==> src/rtl/core/mrsc_pkg.sv <==
// Shared types, widths, register indexes and constants of the motor
// reversal speed controller. No dependencies; every other file of the
// block refers to it by scoped names.
package mrsc_pkg;

   // Field widths.
   localparam int SAMPLE_W    = 12;
   localparam int PAUSE_W     = 10;
   localparam int LOCKOUT_W   = 8;
   localparam int REFRESH_W   = 10;
   localparam int PERCENT_W   = 7;
   localparam int SEGMENT_W   = 7;
   localparam int DIGIT_COUNT = 3;
   localparam int DIGIT_SEL_W = $clog2(DIGIT_COUNT);
   localparam int BCD_W       = 4;

   // Configuration port.
   localparam int CSR_INDEX_W = 2;
   localparam int CSR_DATA_W  = 10;

   typedef enum logic [CSR_INDEX_W-1:0] {
      CSR_PAUSE_TICKS   = 2'd0,
      CSR_LOCKOUT_TICKS = 2'd1,
      CSR_REFRESH_TICKS = 2'd2
   } csr_index_type;

   localparam logic [PAUSE_W-1:0]   PAUSE_TICKS_RESET   = 10'd500;
   localparam logic [LOCKOUT_W-1:0] LOCKOUT_TICKS_RESET = 8'd200;
   localparam logic [REFRESH_W-1:0] REFRESH_TICKS_RESET = 10'd300;

   // Display constants.
   localparam int SAMPLE_MAX   = 4095;
   localparam int PERCENT_FULL = 100;
   localparam logic [REFRESH_W-1:0] REFRESH_SAT = REFRESH_W'((2 ** REFRESH_W) - 1);
   localparam logic [DIGIT_SEL_W-1:0] DIGIT_LAST = DIGIT_SEL_W'(DIGIT_COUNT - 1);

   // Percent = 100 * sample / SAMPLE_MAX, done as a multiply by a rounded-up
   // reciprocal. The shift is large enough that the quotient is exact for
   // every numerator up to 100 times the largest sample.
   localparam longint PCT_NUM_MAX = longint'(PERCENT_FULL) * ((longint'(1) << SAMPLE_W) - 1);
   localparam int     PCT_NUM_W   = $clog2(PCT_NUM_MAX + 1);
   localparam int     PCT_SHIFT   = $clog2(PCT_NUM_MAX * longint'(SAMPLE_MAX)) + 1;
   localparam longint PCT_RECIP   =
      ((longint'(1) << PCT_SHIFT) + longint'(SAMPLE_MAX) - 1) / longint'(SAMPLE_MAX);
   localparam int     PCT_RECIP_W = $clog2(PCT_RECIP + 1);
   localparam int     PCT_PROD_W  = PCT_NUM_W + PCT_RECIP_W;
   localparam int     PCT_Q_W     = PCT_PROD_W - PCT_SHIFT;

   // Division by ten of a percent value: (p * 205) >> 11 is exact below 1029.
   localparam int DIV10_MUL   = 205;
   localparam int DIV10_SHIFT = 11;
   localparam int DIV10_W     = PERCENT_W + 8;

   typedef struct packed {
      logic [PAUSE_W-1:0]   pause_ticks;
      logic [LOCKOUT_W-1:0] lockout_ticks;
      logic [REFRESH_W-1:0] refresh_ticks;
   } cfg_type;

   // Per-word control from the motor section to the display section.
   typedef struct packed {
      logic step;
      logic normal;
   } tick_ctrl_type;

   typedef struct packed {
      logic [SAMPLE_W-1:0] duty;
      logic                direction;
      logic                green_led;
      logic                red_led;
      logic                running;
   } motor_out_type;

   // Segment patterns, bit0 is segment a.
   function automatic logic [SEGMENT_W-1:0] seg_pattern(input logic [BCD_W-1:0] digit);
      logic [SEGMENT_W-1:0] pattern;
      case (digit)
         4'd0:    pattern = 7'h3F;
         4'd1:    pattern = 7'h06;
         4'd2:    pattern = 7'h5B;
         4'd3:    pattern = 7'h4F;
         4'd4:    pattern = 7'h66;
         4'd5:    pattern = 7'h6D;
         4'd6:    pattern = 7'h7D;
         4'd7:    pattern = 7'h07;
         4'd8:    pattern = 7'h7F;
         4'd9:    pattern = 7'h6F;
         default: pattern = 7'h00;
      endcase
      return pattern;
   endfunction

endpackage

==> src/rtl/core/mrsc_if.sv <==
// Valid/ready channel interfaces for the request and response words.
// Depends on mrsc_pkg for the field widths.
interface mrsc_req_if;
   logic                          valid;
   logic                          ready;
   logic [mrsc_pkg::SAMPLE_W-1:0] speed_sample;
   logic                          cw_button_level;
   logic                          ccw_button_level;

   modport source(output valid, speed_sample, cw_button_level, ccw_button_level,
                  input ready);
   modport sink(input valid, speed_sample, cw_button_level, ccw_button_level,
                output ready);
endinterface

interface mrsc_rsp_if;
   logic                             valid;
   logic                             ready;
   logic [mrsc_pkg::SAMPLE_W-1:0]    pwm_duty;
   logic                             direction;
   logic                             green_led;
   logic                             red_led;
   logic [mrsc_pkg::SEGMENT_W-1:0]   segments;
   logic [mrsc_pkg::DIGIT_COUNT-1:0] digit_enable;
   logic                             motor_running;

   modport source(output valid, pwm_duty, direction, green_led, red_led, segments,
                  digit_enable, motor_running, input ready);
   modport sink(input valid, pwm_duty, direction, green_led, red_led, segments,
                digit_enable, motor_running, output ready);
endinterface

==> src/rtl/core/mrsc_motor.sv <==
// Motor section: stage, lockout, pause and held outputs, updated once per word.
// Depends on mrsc_pkg.
module mrsc_motor (
   input  logic                          clock,
   input  logic                          reset,
   input  logic                          step,
   input  logic [mrsc_pkg::SAMPLE_W-1:0] sample,
   input  logic                          cw_level,
   input  logic                          ccw_level,
   input  mrsc_pkg::cfg_type             cfg,
   output mrsc_pkg::motor_out_type       result,
   output mrsc_pkg::tick_ctrl_type       tick_ctrl
);

   logic                           stage_ff, stage_in;
   logic                           reversal_done_ff, reversal_done_in;
   logic                           pause_active_ff, pause_active_in;
   logic [mrsc_pkg::PAUSE_W-1:0]   pause_count_ff, pause_count_in;
   logic [mrsc_pkg::LOCKOUT_W-1:0] lockout_count_ff, lockout_count_in;
   logic                           last_cw_ff, last_cw_in;
   logic                           last_ccw_ff, last_ccw_in;
   logic [mrsc_pkg::SAMPLE_W-1:0]  held_duty_ff, held_duty_in;
   logic                           held_direction_ff, held_direction_in;
   logic [mrsc_pkg::SAMPLE_W-1:0]  last_sample_ff, last_sample_in;

   logic running;
   logic in_lockout;
   logic in_pause;
   logic pause_start;
   logic led_stage;
   logic watched_level;
   logic watched_last;

   assign running     = (last_sample_ff != '0);
   assign in_lockout  = (lockout_count_ff != '0);
   assign in_pause    = pause_active_ff && (pause_count_ff != '0);
   assign pause_start = !pause_active_ff && running && !reversal_done_ff;

   // In stage 0 only the counter-clockwise button is watched, and vice versa.
   assign watched_level = stage_ff ? cw_level : ccw_level;
   assign watched_last  = stage_ff ? last_cw_ff : last_ccw_ff;

   always_comb begin
      stage_in          = stage_ff;
      reversal_done_in  = reversal_done_ff;
      pause_active_in   = pause_active_ff;
      pause_count_in    = pause_count_ff;
      lockout_count_in  = lockout_count_ff;
      last_cw_in        = last_cw_ff;
      last_ccw_in       = last_ccw_ff;
      held_duty_in      = held_duty_ff;
      held_direction_in = held_direction_ff;
      last_sample_in    = last_sample_ff;
      led_stage         = stage_ff;
      result.duty       = held_duty_ff;
      result.direction  = held_direction_ff;
      tick_ctrl.normal  = 1'b0;

      if (in_lockout) begin
         // Outputs freeze; the LEDs still show the stage before the switch.
         lockout_count_in = lockout_count_ff - 1'b1;
         led_stage        = ~stage_ff;
      end else if (in_pause) begin
         pause_count_in = pause_count_ff - 1'b1;
         result.duty    = '0;
         held_duty_in   = '0;
      end else if (pause_start) begin
         // This word is the first zero-duty word of the pause.
         pause_active_in = 1'b1;
         pause_count_in  = (cfg.pause_ticks == '0) ? '0 : cfg.pause_ticks - 1'b1;
         result.duty     = '0;
         held_duty_in    = '0;
      end else begin
         tick_ctrl.normal = 1'b1;
         if (pause_active_ff) begin
            pause_active_in  = 1'b0;
            reversal_done_in = 1'b1;
         end
         result.direction  = stage_ff;
         result.duty       = sample;
         last_sample_in    = sample;
         held_duty_in      = sample;
         held_direction_in = stage_ff;
         if (stage_ff) begin
            last_cw_in = watched_level;
         end else begin
            last_ccw_in = watched_level;
         end
         if (watched_last && !watched_level) begin
            stage_in         = ~stage_ff;
            reversal_done_in = 1'b0;
            lockout_count_in = cfg.lockout_ticks;
         end
      end

      result.green_led = ~led_stage;
      result.red_led   = led_stage;
      result.running   = running;
      tick_ctrl.step   = step;
   end

   always_ff @(posedge clock) begin
      if (reset) begin
         stage_ff          <= 1'b0;
         reversal_done_ff  <= 1'b0;
         pause_active_ff   <= 1'b0;
         pause_count_ff    <= '0;
         lockout_count_ff  <= '0;
         last_cw_ff        <= 1'b1;
         last_ccw_ff       <= 1'b1;
         held_duty_ff      <= '0;
         held_direction_ff <= 1'b0;
         last_sample_ff    <= '0;
      end else if (step) begin
         stage_ff          <= stage_in;
         reversal_done_ff  <= reversal_done_in;
         pause_active_ff   <= pause_active_in;
         pause_count_ff    <= pause_count_in;
         lockout_count_ff  <= lockout_count_in;
         last_cw_ff        <= last_cw_in;
         last_ccw_ff       <= last_ccw_in;
         held_duty_ff      <= held_duty_in;
         held_direction_ff <= held_direction_in;
         last_sample_ff    <= last_sample_in;
      end
   end

endmodule

==> src/rtl/core/mrsc_display.sv <==
// Display section: refresh counter, shown percent and digit multiplexing.
// Depends on mrsc_pkg.
module mrsc_display (
   input  logic                             clock,
   input  logic                             reset,
   input  mrsc_pkg::tick_ctrl_type          tick_ctrl,
   input  logic [mrsc_pkg::SAMPLE_W-1:0]    sample,
   input  logic [mrsc_pkg::REFRESH_W-1:0]   refresh_ticks,
   output logic [mrsc_pkg::SEGMENT_W-1:0]   segments,
   output logic [mrsc_pkg::DIGIT_COUNT-1:0] digit_enable
);

   logic [mrsc_pkg::REFRESH_W-1:0]   refresh_count_ff, refresh_count_in;
   logic [mrsc_pkg::PERCENT_W-1:0]   shown_percent_ff, shown_percent_in;
   logic [mrsc_pkg::DIGIT_SEL_W-1:0] digit_select_ff, digit_select_in;

   logic [mrsc_pkg::REFRESH_W-1:0]  refresh_inc;
   logic                            refresh_due;
   logic [mrsc_pkg::PCT_NUM_W-1:0]  pct_num;
   logic [mrsc_pkg::PCT_PROD_W-1:0] pct_prod;
   logic [mrsc_pkg::PCT_Q_W-1:0]    pct_quot;
   logic [mrsc_pkg::PERCENT_W-1:0]  pct_sat;
   logic [mrsc_pkg::DIV10_W-1:0]    div10_prod;
   logic [mrsc_pkg::BCD_W-1:0]      tens_raw;
   logic [mrsc_pkg::BCD_W-1:0]      digit_hundreds;
   logic [mrsc_pkg::BCD_W-1:0]      digit_tens;
   logic [mrsc_pkg::BCD_W-1:0]      digit_units;
   logic [mrsc_pkg::BCD_W-1:0]      digit_value;
   logic [mrsc_pkg::PERCENT_W-1:0]  tens_times_ten;

   // The counter advances before the display section compares it with refresh_ticks.
   assign refresh_inc = (refresh_count_ff == mrsc_pkg::REFRESH_SAT) ?
                        refresh_count_ff : refresh_count_ff + 1'b1;
   assign refresh_due = (refresh_inc >= refresh_ticks);

   // 100 * sample as shifts and adds, then the reciprocal multiply.
   assign pct_num  = (mrsc_pkg::PCT_NUM_W'(sample) << 6) +
                     (mrsc_pkg::PCT_NUM_W'(sample) << 5) +
                     (mrsc_pkg::PCT_NUM_W'(sample) << 2);
   assign pct_prod = mrsc_pkg::PCT_PROD_W'(pct_num) *
                     mrsc_pkg::PCT_PROD_W'(mrsc_pkg::PCT_RECIP);
   assign pct_quot = pct_prod[mrsc_pkg::PCT_PROD_W-1:mrsc_pkg::PCT_SHIFT];
   assign pct_sat  = (pct_quot > mrsc_pkg::PCT_Q_W'(mrsc_pkg::PERCENT_FULL)) ?
                     mrsc_pkg::PERCENT_W'(mrsc_pkg::PERCENT_FULL) :
                     pct_quot[mrsc_pkg::PERCENT_W-1:0];

   always_comb begin
      refresh_count_in = refresh_inc;
      shown_percent_in = shown_percent_ff;
      if (tick_ctrl.normal && refresh_due) begin
         refresh_count_in = '0;
         shown_percent_in = pct_sat;
      end
      digit_select_in = (digit_select_ff >= mrsc_pkg::DIGIT_LAST) ?
                        '0 : digit_select_ff + 1'b1;
   end

   // Decimal digits of the shown percent, which never exceeds 100.
   assign div10_prod     = mrsc_pkg::DIV10_W'(shown_percent_ff) *
                           mrsc_pkg::DIV10_W'(mrsc_pkg::DIV10_MUL);
   assign tens_raw       = mrsc_pkg::BCD_W'(div10_prod >> mrsc_pkg::DIV10_SHIFT);
   assign tens_times_ten = (mrsc_pkg::PERCENT_W'(tens_raw) << 3) +
                           (mrsc_pkg::PERCENT_W'(tens_raw) << 1);
   assign digit_units    = mrsc_pkg::BCD_W'(shown_percent_ff - tens_times_ten);
   assign digit_tens     = (tens_raw >= 4'd10) ? tens_raw - 4'd10 : tens_raw;
   assign digit_hundreds = (shown_percent_ff >= mrsc_pkg::PERCENT_W'(mrsc_pkg::PERCENT_FULL)) ?
                           4'd1 : 4'd0;

   always_comb begin
      case (digit_select_ff)
         2'd0:    digit_value = digit_hundreds;
         2'd1:    digit_value = digit_tens;
         default: digit_value = digit_units;
      endcase
   end

   assign segments     = mrsc_pkg::seg_pattern(digit_value);
   assign digit_enable = mrsc_pkg::DIGIT_COUNT'(1) << digit_select_ff;

   always_ff @(posedge clock) begin
      if (reset) begin
         refresh_count_ff <= '0;
         shown_percent_ff <= '0;
         digit_select_ff  <= '0;
      end else if (tick_ctrl.step) begin
         refresh_count_ff <= refresh_count_in;
         shown_percent_ff <= shown_percent_in;
         digit_select_ff  <= digit_select_in;
      end
   end

endmodule

==> src/rtl/core/motor_reversal_speed_controller.sv <==
// Motor reversal speed controller, one word per millisecond tick.
// An accepted request word is held in the input register, then passes through the
// motor and display logic into the response register. Throughput: one word per
// cycle while the response is not stalled. A stalled response
// holds the input register, so only one more word is taken in until it drains.
// Synchronous active-high reset clears all control state and loads register defaults.
module motor_reversal_speed_controller (
   input  logic                            clock,
   input  logic                            reset,
   mrsc_req_if.sink                        req_chan,
   mrsc_rsp_if.source                      rsp_chan,
   input  logic                            csr_write_enable,
   input  logic [mrsc_pkg::CSR_INDEX_W-1:0] csr_index,
   input  logic [mrsc_pkg::CSR_DATA_W-1:0]  csr_data
);

   mrsc_pkg::cfg_type cfg_ff;

   logic                          s1_valid_ff, s1_valid_in;
   logic [mrsc_pkg::SAMPLE_W-1:0] s1_sample_ff;
   logic                          s1_cw_ff;
   logic                          s1_ccw_ff;

   logic                             out_valid_ff, out_valid_in;
   mrsc_pkg::motor_out_type          out_motor_ff;
   logic [mrsc_pkg::SEGMENT_W-1:0]   out_segments_ff;
   logic [mrsc_pkg::DIGIT_COUNT-1:0] out_digit_enable_ff;

   logic                             s1_load;
   logic                             out_load;
   mrsc_pkg::motor_out_type          motor_result;
   mrsc_pkg::tick_ctrl_type          tick_ctrl;
   logic [mrsc_pkg::SEGMENT_W-1:0]   segments;
   logic [mrsc_pkg::DIGIT_COUNT-1:0] digit_enable;

   // Configuration registers.
   always_ff @(posedge clock) begin
      if (reset) begin
         cfg_ff.pause_ticks   <= mrsc_pkg::PAUSE_TICKS_RESET;
         cfg_ff.lockout_ticks <= mrsc_pkg::LOCKOUT_TICKS_RESET;
         cfg_ff.refresh_ticks <= mrsc_pkg::REFRESH_TICKS_RESET;
      end else if (csr_write_enable) begin
         case (csr_index)
            mrsc_pkg::CSR_PAUSE_TICKS: begin
               cfg_ff.pause_ticks <= csr_data[mrsc_pkg::PAUSE_W-1:0];
            end
            mrsc_pkg::CSR_LOCKOUT_TICKS: begin
               cfg_ff.lockout_ticks <= csr_data[mrsc_pkg::LOCKOUT_W-1:0];
            end
            mrsc_pkg::CSR_REFRESH_TICKS: begin
               cfg_ff.refresh_ticks <= csr_data[mrsc_pkg::REFRESH_W-1:0];
            end
            default: begin
            end
         endcase
      end
   end

   // The state advances when a word moves from the input register into the
   // response register.
   assign out_load       = s1_valid_ff && (!out_valid_ff || rsp_chan.ready);
   assign req_chan.ready = !s1_valid_ff || out_load;
   assign s1_load        = req_chan.valid && req_chan.ready;

   always_comb begin
      s1_valid_in = s1_valid_ff;
      if (s1_load) begin
         s1_valid_in = 1'b1;
      end else if (out_load) begin
         s1_valid_in = 1'b0;
      end
      out_valid_in = out_valid_ff;
      if (out_load) begin
         out_valid_in = 1'b1;
      end else if (rsp_chan.ready) begin
         out_valid_in = 1'b0;
      end
   end

   always_ff @(posedge clock) begin
      if (reset) begin
         s1_valid_ff  <= 1'b0;
         out_valid_ff <= 1'b0;
      end else begin
         s1_valid_ff  <= s1_valid_in;
         out_valid_ff <= out_valid_in;
      end
   end

   always_ff @(posedge clock) begin
      if (s1_load) begin
         s1_sample_ff <= req_chan.speed_sample;
         s1_cw_ff     <= req_chan.cw_button_level;
         s1_ccw_ff    <= req_chan.ccw_button_level;
      end
      if (out_load) begin
         out_motor_ff        <= motor_result;
         out_segments_ff     <= segments;
         out_digit_enable_ff <= digit_enable;
      end
   end

   mrsc_motor u_motor (
      .clock     (clock),
      .reset     (reset),
      .step      (out_load),
      .sample    (s1_sample_ff),
      .cw_level  (s1_cw_ff),
      .ccw_level (s1_ccw_ff),
      .cfg       (cfg_ff),
      .result    (motor_result),
      .tick_ctrl (tick_ctrl)
   );

   mrsc_display u_display (
      .clock         (clock),
      .reset         (reset),
      .tick_ctrl     (tick_ctrl),
      .sample        (s1_sample_ff),
      .refresh_ticks (cfg_ff.refresh_ticks),
      .segments      (segments),
      .digit_enable  (digit_enable)
   );

   assign rsp_chan.valid         = out_valid_ff;
   assign rsp_chan.pwm_duty      = out_motor_ff.duty;
   assign rsp_chan.direction     = out_motor_ff.direction;
   assign rsp_chan.green_led     = out_motor_ff.green_led;
   assign rsp_chan.red_led       = out_motor_ff.red_led;
   assign rsp_chan.segments      = out_segments_ff;
   assign rsp_chan.digit_enable  = out_digit_enable_ff;
   assign rsp_chan.motor_running = out_motor_ff.running;

endmodule
==> src/flat_wrapper.sv <==
// flat-port wrapper written by rule: the top's interface ports become plain ports
module motor_reversal_speed_controller_flat 
  (clock, reset, csr_write_enable, csr_index, csr_data, req_chan_valid, req_chan_speed_sample, req_chan_cw_button_level, req_chan_ccw_button_level, req_chan_ready, rsp_chan_valid, rsp_chan_pwm_duty, rsp_chan_direction, rsp_chan_green_led, rsp_chan_red_led, rsp_chan_segments, rsp_chan_digit_enable, rsp_chan_motor_running, rsp_chan_ready);
  mrsc_req_if req_chan_i ();
  mrsc_rsp_if rsp_chan_i ();
  input  logic clock;
  input  logic reset;
  input  logic csr_write_enable;
  input  logic [mrsc_pkg::CSR_INDEX_W-1:0] csr_index;
  input  logic [mrsc_pkg::CSR_DATA_W-1:0] csr_data;
  input wire logic [$bits(req_chan_i.valid)-1:0] req_chan_valid;
  input wire logic [$bits(req_chan_i.speed_sample)-1:0] req_chan_speed_sample;
  input wire logic [$bits(req_chan_i.cw_button_level)-1:0] req_chan_cw_button_level;
  input wire logic [$bits(req_chan_i.ccw_button_level)-1:0] req_chan_ccw_button_level;
  output wire logic [$bits(req_chan_i.ready)-1:0] req_chan_ready;
  output wire logic [$bits(rsp_chan_i.valid)-1:0] rsp_chan_valid;
  output wire logic [$bits(rsp_chan_i.pwm_duty)-1:0] rsp_chan_pwm_duty;
  output wire logic [$bits(rsp_chan_i.direction)-1:0] rsp_chan_direction;
  output wire logic [$bits(rsp_chan_i.green_led)-1:0] rsp_chan_green_led;
  output wire logic [$bits(rsp_chan_i.red_led)-1:0] rsp_chan_red_led;
  output wire logic [$bits(rsp_chan_i.segments)-1:0] rsp_chan_segments;
  output wire logic [$bits(rsp_chan_i.digit_enable)-1:0] rsp_chan_digit_enable;
  output wire logic [$bits(rsp_chan_i.motor_running)-1:0] rsp_chan_motor_running;
  input wire logic [$bits(rsp_chan_i.ready)-1:0] rsp_chan_ready;
  assign req_chan_i.valid = req_chan_valid;
  assign req_chan_i.speed_sample = req_chan_speed_sample;
  assign req_chan_i.cw_button_level = req_chan_cw_button_level;
  assign req_chan_i.ccw_button_level = req_chan_ccw_button_level;
  assign req_chan_ready = req_chan_i.ready;
  assign rsp_chan_valid = rsp_chan_i.valid;
  assign rsp_chan_pwm_duty = rsp_chan_i.pwm_duty;
  assign rsp_chan_direction = rsp_chan_i.direction;
  assign rsp_chan_green_led = rsp_chan_i.green_led;
  assign rsp_chan_red_led = rsp_chan_i.red_led;
  assign rsp_chan_segments = rsp_chan_i.segments;
  assign rsp_chan_digit_enable = rsp_chan_i.digit_enable;
  assign rsp_chan_motor_running = rsp_chan_i.motor_running;
  assign rsp_chan_i.ready = rsp_chan_ready;
  motor_reversal_speed_controller u_core (.clock(clock), .reset(reset), .req_chan(req_chan_i), .rsp_chan(rsp_chan_i), .csr_write_enable(csr_write_enable), .csr_index(csr_index), .csr_data(csr_data));
endmodule
==> config.mk <==
export PLATFORM = sky130hd
export DESIGN_NAME = motor_reversal_speed_controller_flat
export DESIGN_NICKNAME = d
export VERILOG_FILES = /design/src/rtl/core/mrsc_pkg.sv /design/src/rtl/core/mrsc_if.sv /design/src/rtl/core/mrsc_motor.sv /design/src/rtl/core/mrsc_display.sv /design/src/rtl/core/motor_reversal_speed_controller.sv /design/src/flat_wrapper.sv
export SDC_FILE = /design/constraint.sdc
export NUM_CORES = 1
export LEC_CHECK = 0
export BUFFER_PORTS_ARGS = -buffer_cell sky130_fd_sc_hd__buf_2
export CAP_MARGIN = 10
export CORE_MARGIN = 2
export CORE_UTILIZATION = 35
export DETAILED_ROUTE_END_ITERATION = 7
export HOLD_SLACK_MARGIN = 0.08
export PLACE_DENSITY_LB_ADDON = 0.12
export SYNTH_ARGS = -nofsm -noshare
export SYNTH_HDL_FRONTEND = slang
export SYNTH_SLANG_ARGS = --single-unit
==> constraint.sdc <==
create_clock -name clock -period 5.6 [get_ports clock]
set_input_delay 0.84 -clock clock [delete_from_list [all_inputs] [get_ports clock]]
set_output_delay 0.84 -clock clock [all_outputs]
set_load 0.02 [all_outputs]
Yosys cells after proc, flatten, opt, wreduce, memory -nomap -nowiden:

Memories as Yosys holds them, arrays and structs flattened. A register that Yosys moved wholly into a read port is not among the register bits.
Cells that the tools add are included.
W data, S select, Z words.

* memories kept: 1
* output and inout port bits: 28
* logic and storage cells: 127
* register bits: 130
* ROM bits: 112

Memories
* (no name shown): depth 16, bits a word 7, read ports 1, clocked after memory_dff 1, wr ports 0, line mrsc_pkg.sv:77 `case (digit)`

* reduce and logical (&&, ||, !) cells: 38
* muxes and demuxes: 32
* $add $sub $neg: 10
* shifts and indexed selects: 1
* bitwise logic cells: 5
* $lt $le $gt $ge: 5
* equality and inequality tests: 6
* multiply operators: 2

Operators by type and width (count)
* $mux W10: 5
* $mul A19 B21 Y40 const B: 1
* $mux W8: 4
* $mux W12: 2
* $reduce_and A5 Y1: 4
* $sub A10 B1 Y10 const B: 2
* $add A18 B17 Y19: 1
* $add A19 B14 Y19: 1
* $mux W1: 16
* $mul A7 B8 Y15 const B: 1
* $mux W13: 1
* $reduce_bool A12 Y1: 1
* $add A10 B1 Y10 const B: 1
* $eq A10 B10 Y1 const B: 1
* $ge A10 B10 Y1: 1
* $logic_not A10 Y1: 1
* $reduce_and A2 Y1: 5
* $reduce_bool A10 Y1: 1
* $reduce_bool A2 Y1: 5
* $gt A8 B7 Y1 const B: 1
* $pmux W4 S2: 1
* $reduce_and A4 Y1: 2
* $reduce_bool A8 Y1: 1
* $sub A8 B1 Y8 const B: 1
* other kinds (20): 39

Logic depth before layout (Yosys ltp):

* depth in word-level cells: 8
* gate-level depth with buffers: 23

Modules after synthesis:

A second synthesis with hierarchy kept.

* cells, all modules: 970
* area, all modules: 9354.0 um^2

By module, submodules not included
* mrsc_display: cells each 495, instances 1, area each 4312.9 um^2
* mrsc_motor: cells each 311, instances 1, area each 2601.2 um^2
* motor_reversal_speed_controller: cells each 164, instances 1, area each 2439.8 um^2

Worst setup path before layout:

OpenSTA, ideal clock, no wires.

* path type: register to register
* from: register u_core.s1_sample_ff[1] in the netlist's numbering
* to: register u_core.u_display.shown_percent_ff[5] in the netlist's numbering
* setup slack: 253 ps
* path buffers: 0
* arrival: 5252 ps
* data required time: 5505 ps
* cell stages (with the launch flop): 21
* cells stage by stage: edfxtp_1 fa_1 ha_1 a21o_1 a21oi_2 o211ai_1 a311o_1 a21oi_2 xor2_2 xnor2_1 ha_1 ha_1 ha_1 o21a_1 o21ai_0 a211oi_1 o22a_1 nand4_1 or3_1 xnor2_1 a221oi_1

* cells in the longest elaborated chain, start to end: 5

RTL lines
* start: declaration: line motor_reversal_speed_controller.sv:20 `logic [mrsc_pkg::SAMPLE_W-1:0] s1_sample_ff;`
* start signal: assignment: line motor_reversal_speed_controller.sv:92 `s1_sample_ff <= req_chan.speed_sample;`
* $add A18 B17 Y19: line mrsc_display.sv:37 `assign pct_num = (mrsc_pkg::PCT_NUM_W'(sample) << 6) +`
* $add A19 B14 Y19 (*): line mrsc_display.sv:38 `(mrsc_pkg::PCT_NUM_W'(sample) << 5) +`
* $mul A19 B21 Y40 (*): line mrsc_display.sv:40 `assign pct_prod = mrsc_pkg::PCT_PROD_W'(pct_num) *`
* $gt A8 B7 Y1: line mrsc_display.sv:43 `assign pct_sat = (pct_quot > mrsc_pkg::PCT_Q_W'(mrsc_pkg::PERCENT_FULL)) ?`
* $mux W7 (*): line mrsc_display.sv:43
* end signal: assignment: line mrsc_display.sv:87 `shown_percent_ff <= shown_percent_in;`
* end: declaration: line mrsc_display.sv:14 `logic [mrsc_pkg::PERCENT_W-1:0] shown_percent_ff, shown_percent_in;`

Mark *: on every way between the ends. The rest lies on a longest branch, timed or not.
A chain may end at the register's enable or synchronous reset.

Worst setup path after layout:

* from: register u_core.s1_sample_ff[6] in the netlist's numbering
* to: register u_core.u_display.shown_percent_ff[5] in the netlist's numbering

Same word-level chain as after synthesis.

==> reports/results.ini <==
[yosys]
syn_nets=1198
synth_seq_cells=137
yosysTopAreaCell=dfxtp_1
synth.most_common_cell=ha_1
synth_cells=1024
avgSynthCellArea_um2=9.06
synth_top_area_frac=0.209
ys_top_cells_by_count=ha_1 (126), nand2_1 (112), dfxtp_1 (97), nor2_1 (88), a21oi_1 (70)
synth.distinct_cells=82
async_flop_share=0
syn_area_um2=9280
ys.flop_type=dfxtp_1
synth_area_leaders=dfxtp_1 (21%), ha_1 (17%), edfxtp_1 (13%)
ys_warn_count=0
yosysSeqAreaShare=0.339
synth_edf_count=40

[grt]
grt_start_max_net_pins=84
antenna_found_initial=0
grt_pass1_vias=7057
grt_usage=0.164
grt_pass1_wl_um=36800
grt_overflow_total=0

[setup_path]
cp_slowest_stage_delay_ns=0.47
cp_data_arrival_time_ns=5.68
critical_path_class=flop to flop
cp-startpoint=u_core.s1_sample_ff[6]$_DFFE_PP_
reg2regPathDepth=21
ff2ff_setup_slack_ns=0.24
critPathLaunchType=flop
slowest_stage=fa_1
path_cells=buf_4, fa_1, ha_1, o21ai_1, nand2b_1, and3_1, a311o_1, a21oi_4, xor2_2, xnor2_1, ha_1, ha_1, ha_4, o21a_1, o21ai_0, a211oi_1, o22a_1, nand4_1, or3_4, xnor2_1, a221oi_2
cp-end-kind=flop
critical_path_required_ns=5.92
rr_endpoint=u_core.u_display.shown_percent_ff[5]$_SDFFE_PP0P_
r2r-start=u_core.s1_sample_ff[6]$_DFFE_PP_
path_max_fanout=3
crit_path_frequent_cell=ha_1

[run]
maxCapViolCount=0

[final_layout]
syn_to_final_growth_pct=17.7
multiInputGateArea_um2=5870
num-fill-cells=2579
regArea_um2=3140
final_layout_size_suffix_gt1_frac=0.170
fin_nets=1282
antenna_cells=0

[timing]
finalCriticalPeriod_ns=5.36
slew_violations=0
fmax_mhz=187
finalWorstSetupSlack_ns=0.242
final.period_utilization=0.957
fin_setup_tns_ns=0
tightest_slew_ns=1.01
hold_ws_ns=0.453
finClkSkew_ns=0.00891
setup_viol=0
finalHoldViolCount=0
rsz0062_at_grt=true
maxSlewHeadroom=0.327

[clocking]
hold_buffers=0
tritoncts=done
cts_sinks=137
ctsHtreeMaxLevel=4
cts_made_buffers=17
clkTransAtPathRegs_ns=0.06
cts_root_buffer=clkbuf_16
worst_skew_pair.late_latency_ns=0.43
ctsLongestPathBuffers=2

[routing]
viasPerCell=5.08
route.detailed.drc=0
vias=7403
drtPass1Iterations=5
wire_per_inst_um=15.5
drt_iter0_drc=385
ant_nets=0
postRouteWirelength_um=22600

[floorplan]
die_h_um=167
dieArea_um2=27800
rows=59
start_util=0.356
io_pins=59
die_w_um=167
fp.coreArea_um2=26100

[hold_path]
hp-class=flop to flop
hp-start=u_core.cfg_ff[7]$_SDFFE_PP0P_
worstHoldEndpoint=u_core.cfg_ff[7]$_SDFFE_PP0P_
hold_depth=2

[placed_design]
gp_congestion=0.811
hpwl_um=16700
dp_slack_ns=0.0363
port-buffer-count=58

[pwr]
pwr_density_cell_nw_per_um2=445
p_leak_nw=4.79
vdd_ir_drop_max_uv=407

[status]
outcome=complete, no violations

==> logic make-up (layout without fill, tap and decap cells) <==
group,after synthesis,count (layout),synth area share
adder cells (fa/ha/maj),143,143,0.207
XOR/XNOR,41,41,0.0395
flip-flops,137,137,0.339
AND/OR/NAND/NOR,357,357,0.185
AO/OA/AOI/OAI,210,210,0.151
multiplexers,32,32,0.0351
buffers and inverters,104,201,0.0440
==> cell type report <==
type / instances / area share
clock buffers: 19 / 0.0436
clock inverters: 13 / 0.0112
inverters: 66 / 0.0227
multi-input cells: 783 / 0.538
flip-flops and latches: 137 / 0.288
well taps: 335 / 0.0384
repair buffers: 103 / 0.0579
==> power by group <==
group | total [W] | switching (W) | internal (W) | leakage, nW
clock network | 0.00113 | 0.000493 | 0.000641 | 0.295
registers | 0.00139 | 0.000127 | 0.00126 | 1.16
logic | 0.00233 | 0.00147 | 0.000860 | 3.33
total | 0.00485 | 0.00209 | 0.00276 | 4.79
==> worst max-delay path: cells and delay by family, from the launching register on <==
kind / cells / cell delay (ns)
buf+inv: 1 / 0.18
simple gates: 4 / 0.87
fa+ha+maj: 5 / 1.70
flops: 1 / 0.46
compound gates: 8 / 1.55
xor+xnor: 3 / 0.49
==> how the worst max path moves through the flow <==
stage                                                   endpoint  cells past startpoint
2_1_floorplan  u_core.u_display.shown_percent_ff[5]$_SDFFE_PP0P_                     20
3_3_place_gp   u_core.u_display.shown_percent_ff[5]$_SDFFE_PP0P_                     20
3_5_place_dp   u_core.u_display.shown_percent_ff[5]$_SDFFE_PP0P_                     20
4_1_cts        u_core.u_display.shown_percent_ff[5]$_SDFFE_PP0P_                     20
5_1_grt                    u_core.rsp_chan.segments[4]$_DFFE_PP_                     23
6_report       u_core.u_display.shown_percent_ff[5]$_SDFFE_PP0P_                     21
==> stage by stage <==
step / total power [W] / cells / util / instance area [um2]
floorplan: 0.00305 / 1024 / - / 9280
global placement: 0.00370 / 1412 / 0.387 / 10100
detailed placement: 0.00368 / 1412 / 0.387 / 10100
CTS: 0.00484 / 1444 / 0.410 / 10700
global route: 0.00525 / 1456 / 0.419 / 10900
finish: 0.00485 / 1456 / 0.419 / 10900
==> cell usage in the layout (no fill, tap or decap), types with 6 or more instances in the layout <==
| master | netlist | layout |
|---|---|---|
| xor2_1 | 12 | 12 |
| inv_1 | 65 | 64 |
| mux2i_1 | 28 | 28 |
| o22ai_1 | 6 | 6 |
| a21o_1 | 10 | 10 |
| edfxtp_1 | 40 | 40 |
| buf_4 | 3 | 44 |
| nand2_1 | 112 | 112 |
| a211oi_1 | 8 | 8 |
| and3_1 | 7 | 6 |
| fa_1 | 17 | 15 |
| ha_1 | 126 | 122 |
| and2_1 | 8 | 8 |
| nor2b_1 | 10 | 10 |
| nor3_1 | 19 | 19 |
| xnor2_1 | 28 | 27 |
| o211ai_1 | 11 | 11 |
| dfxtp_1 | 97 | 96 |
| buf_2 | 4 | 58 |
| nor4_1 | 11 | 8 |
| nand2b_1 | 9 | 9 |
| a21oi_2 | 6 | 9 |
| nand4_1 | 12 | 12 |
| nor2_1 | 88 | 87 |
| clkbuf_16 | 0 | 19 |
| o21ai_0 | 29 | 26 |
| nand3_1 | 50 | 50 |
| a21oi_1 | 70 | 66 |
==> per-layer routing <==
metal	global-route usage	vias up	routed length, um
met5	0	-	0
met4	0.0375	0	225
met3	0.0321	19	637
met2	0.263	109	10300
met1	0.230	3431	11500
li1	-	3844	-
==> timing repair <==
action,in CTS,in global routing
endpoints found under the setup margin,0,14
resized for setup,0,30
buffers inserted,0,12
hold endpoints to repair,0,0
==> registers in the layout (all words and copies together), names as in the netlist, 2 cells and up <==
signal and cells:
u_core.rsp_chan.pwm_duty 12, u_core.rsp_chan.digit_enable 3, u_core.u_motor.pause_count_ff 10, u_core.u_motor.lockout_count_ff 8, u_core.u_motor.last_sample_ff 12, u_core.u_display.shown_percent_ff 7
u_core.s1_sample_ff 12, u_core.cfg_ff 28, u_core.u_display.refresh_count_ff 10, u_core.u_motor.held_duty_ff 12, u_core.u_display.digit_select_ff 2, u_core.rsp_chan.segments 7
Power figures use the tool's default switching activity.
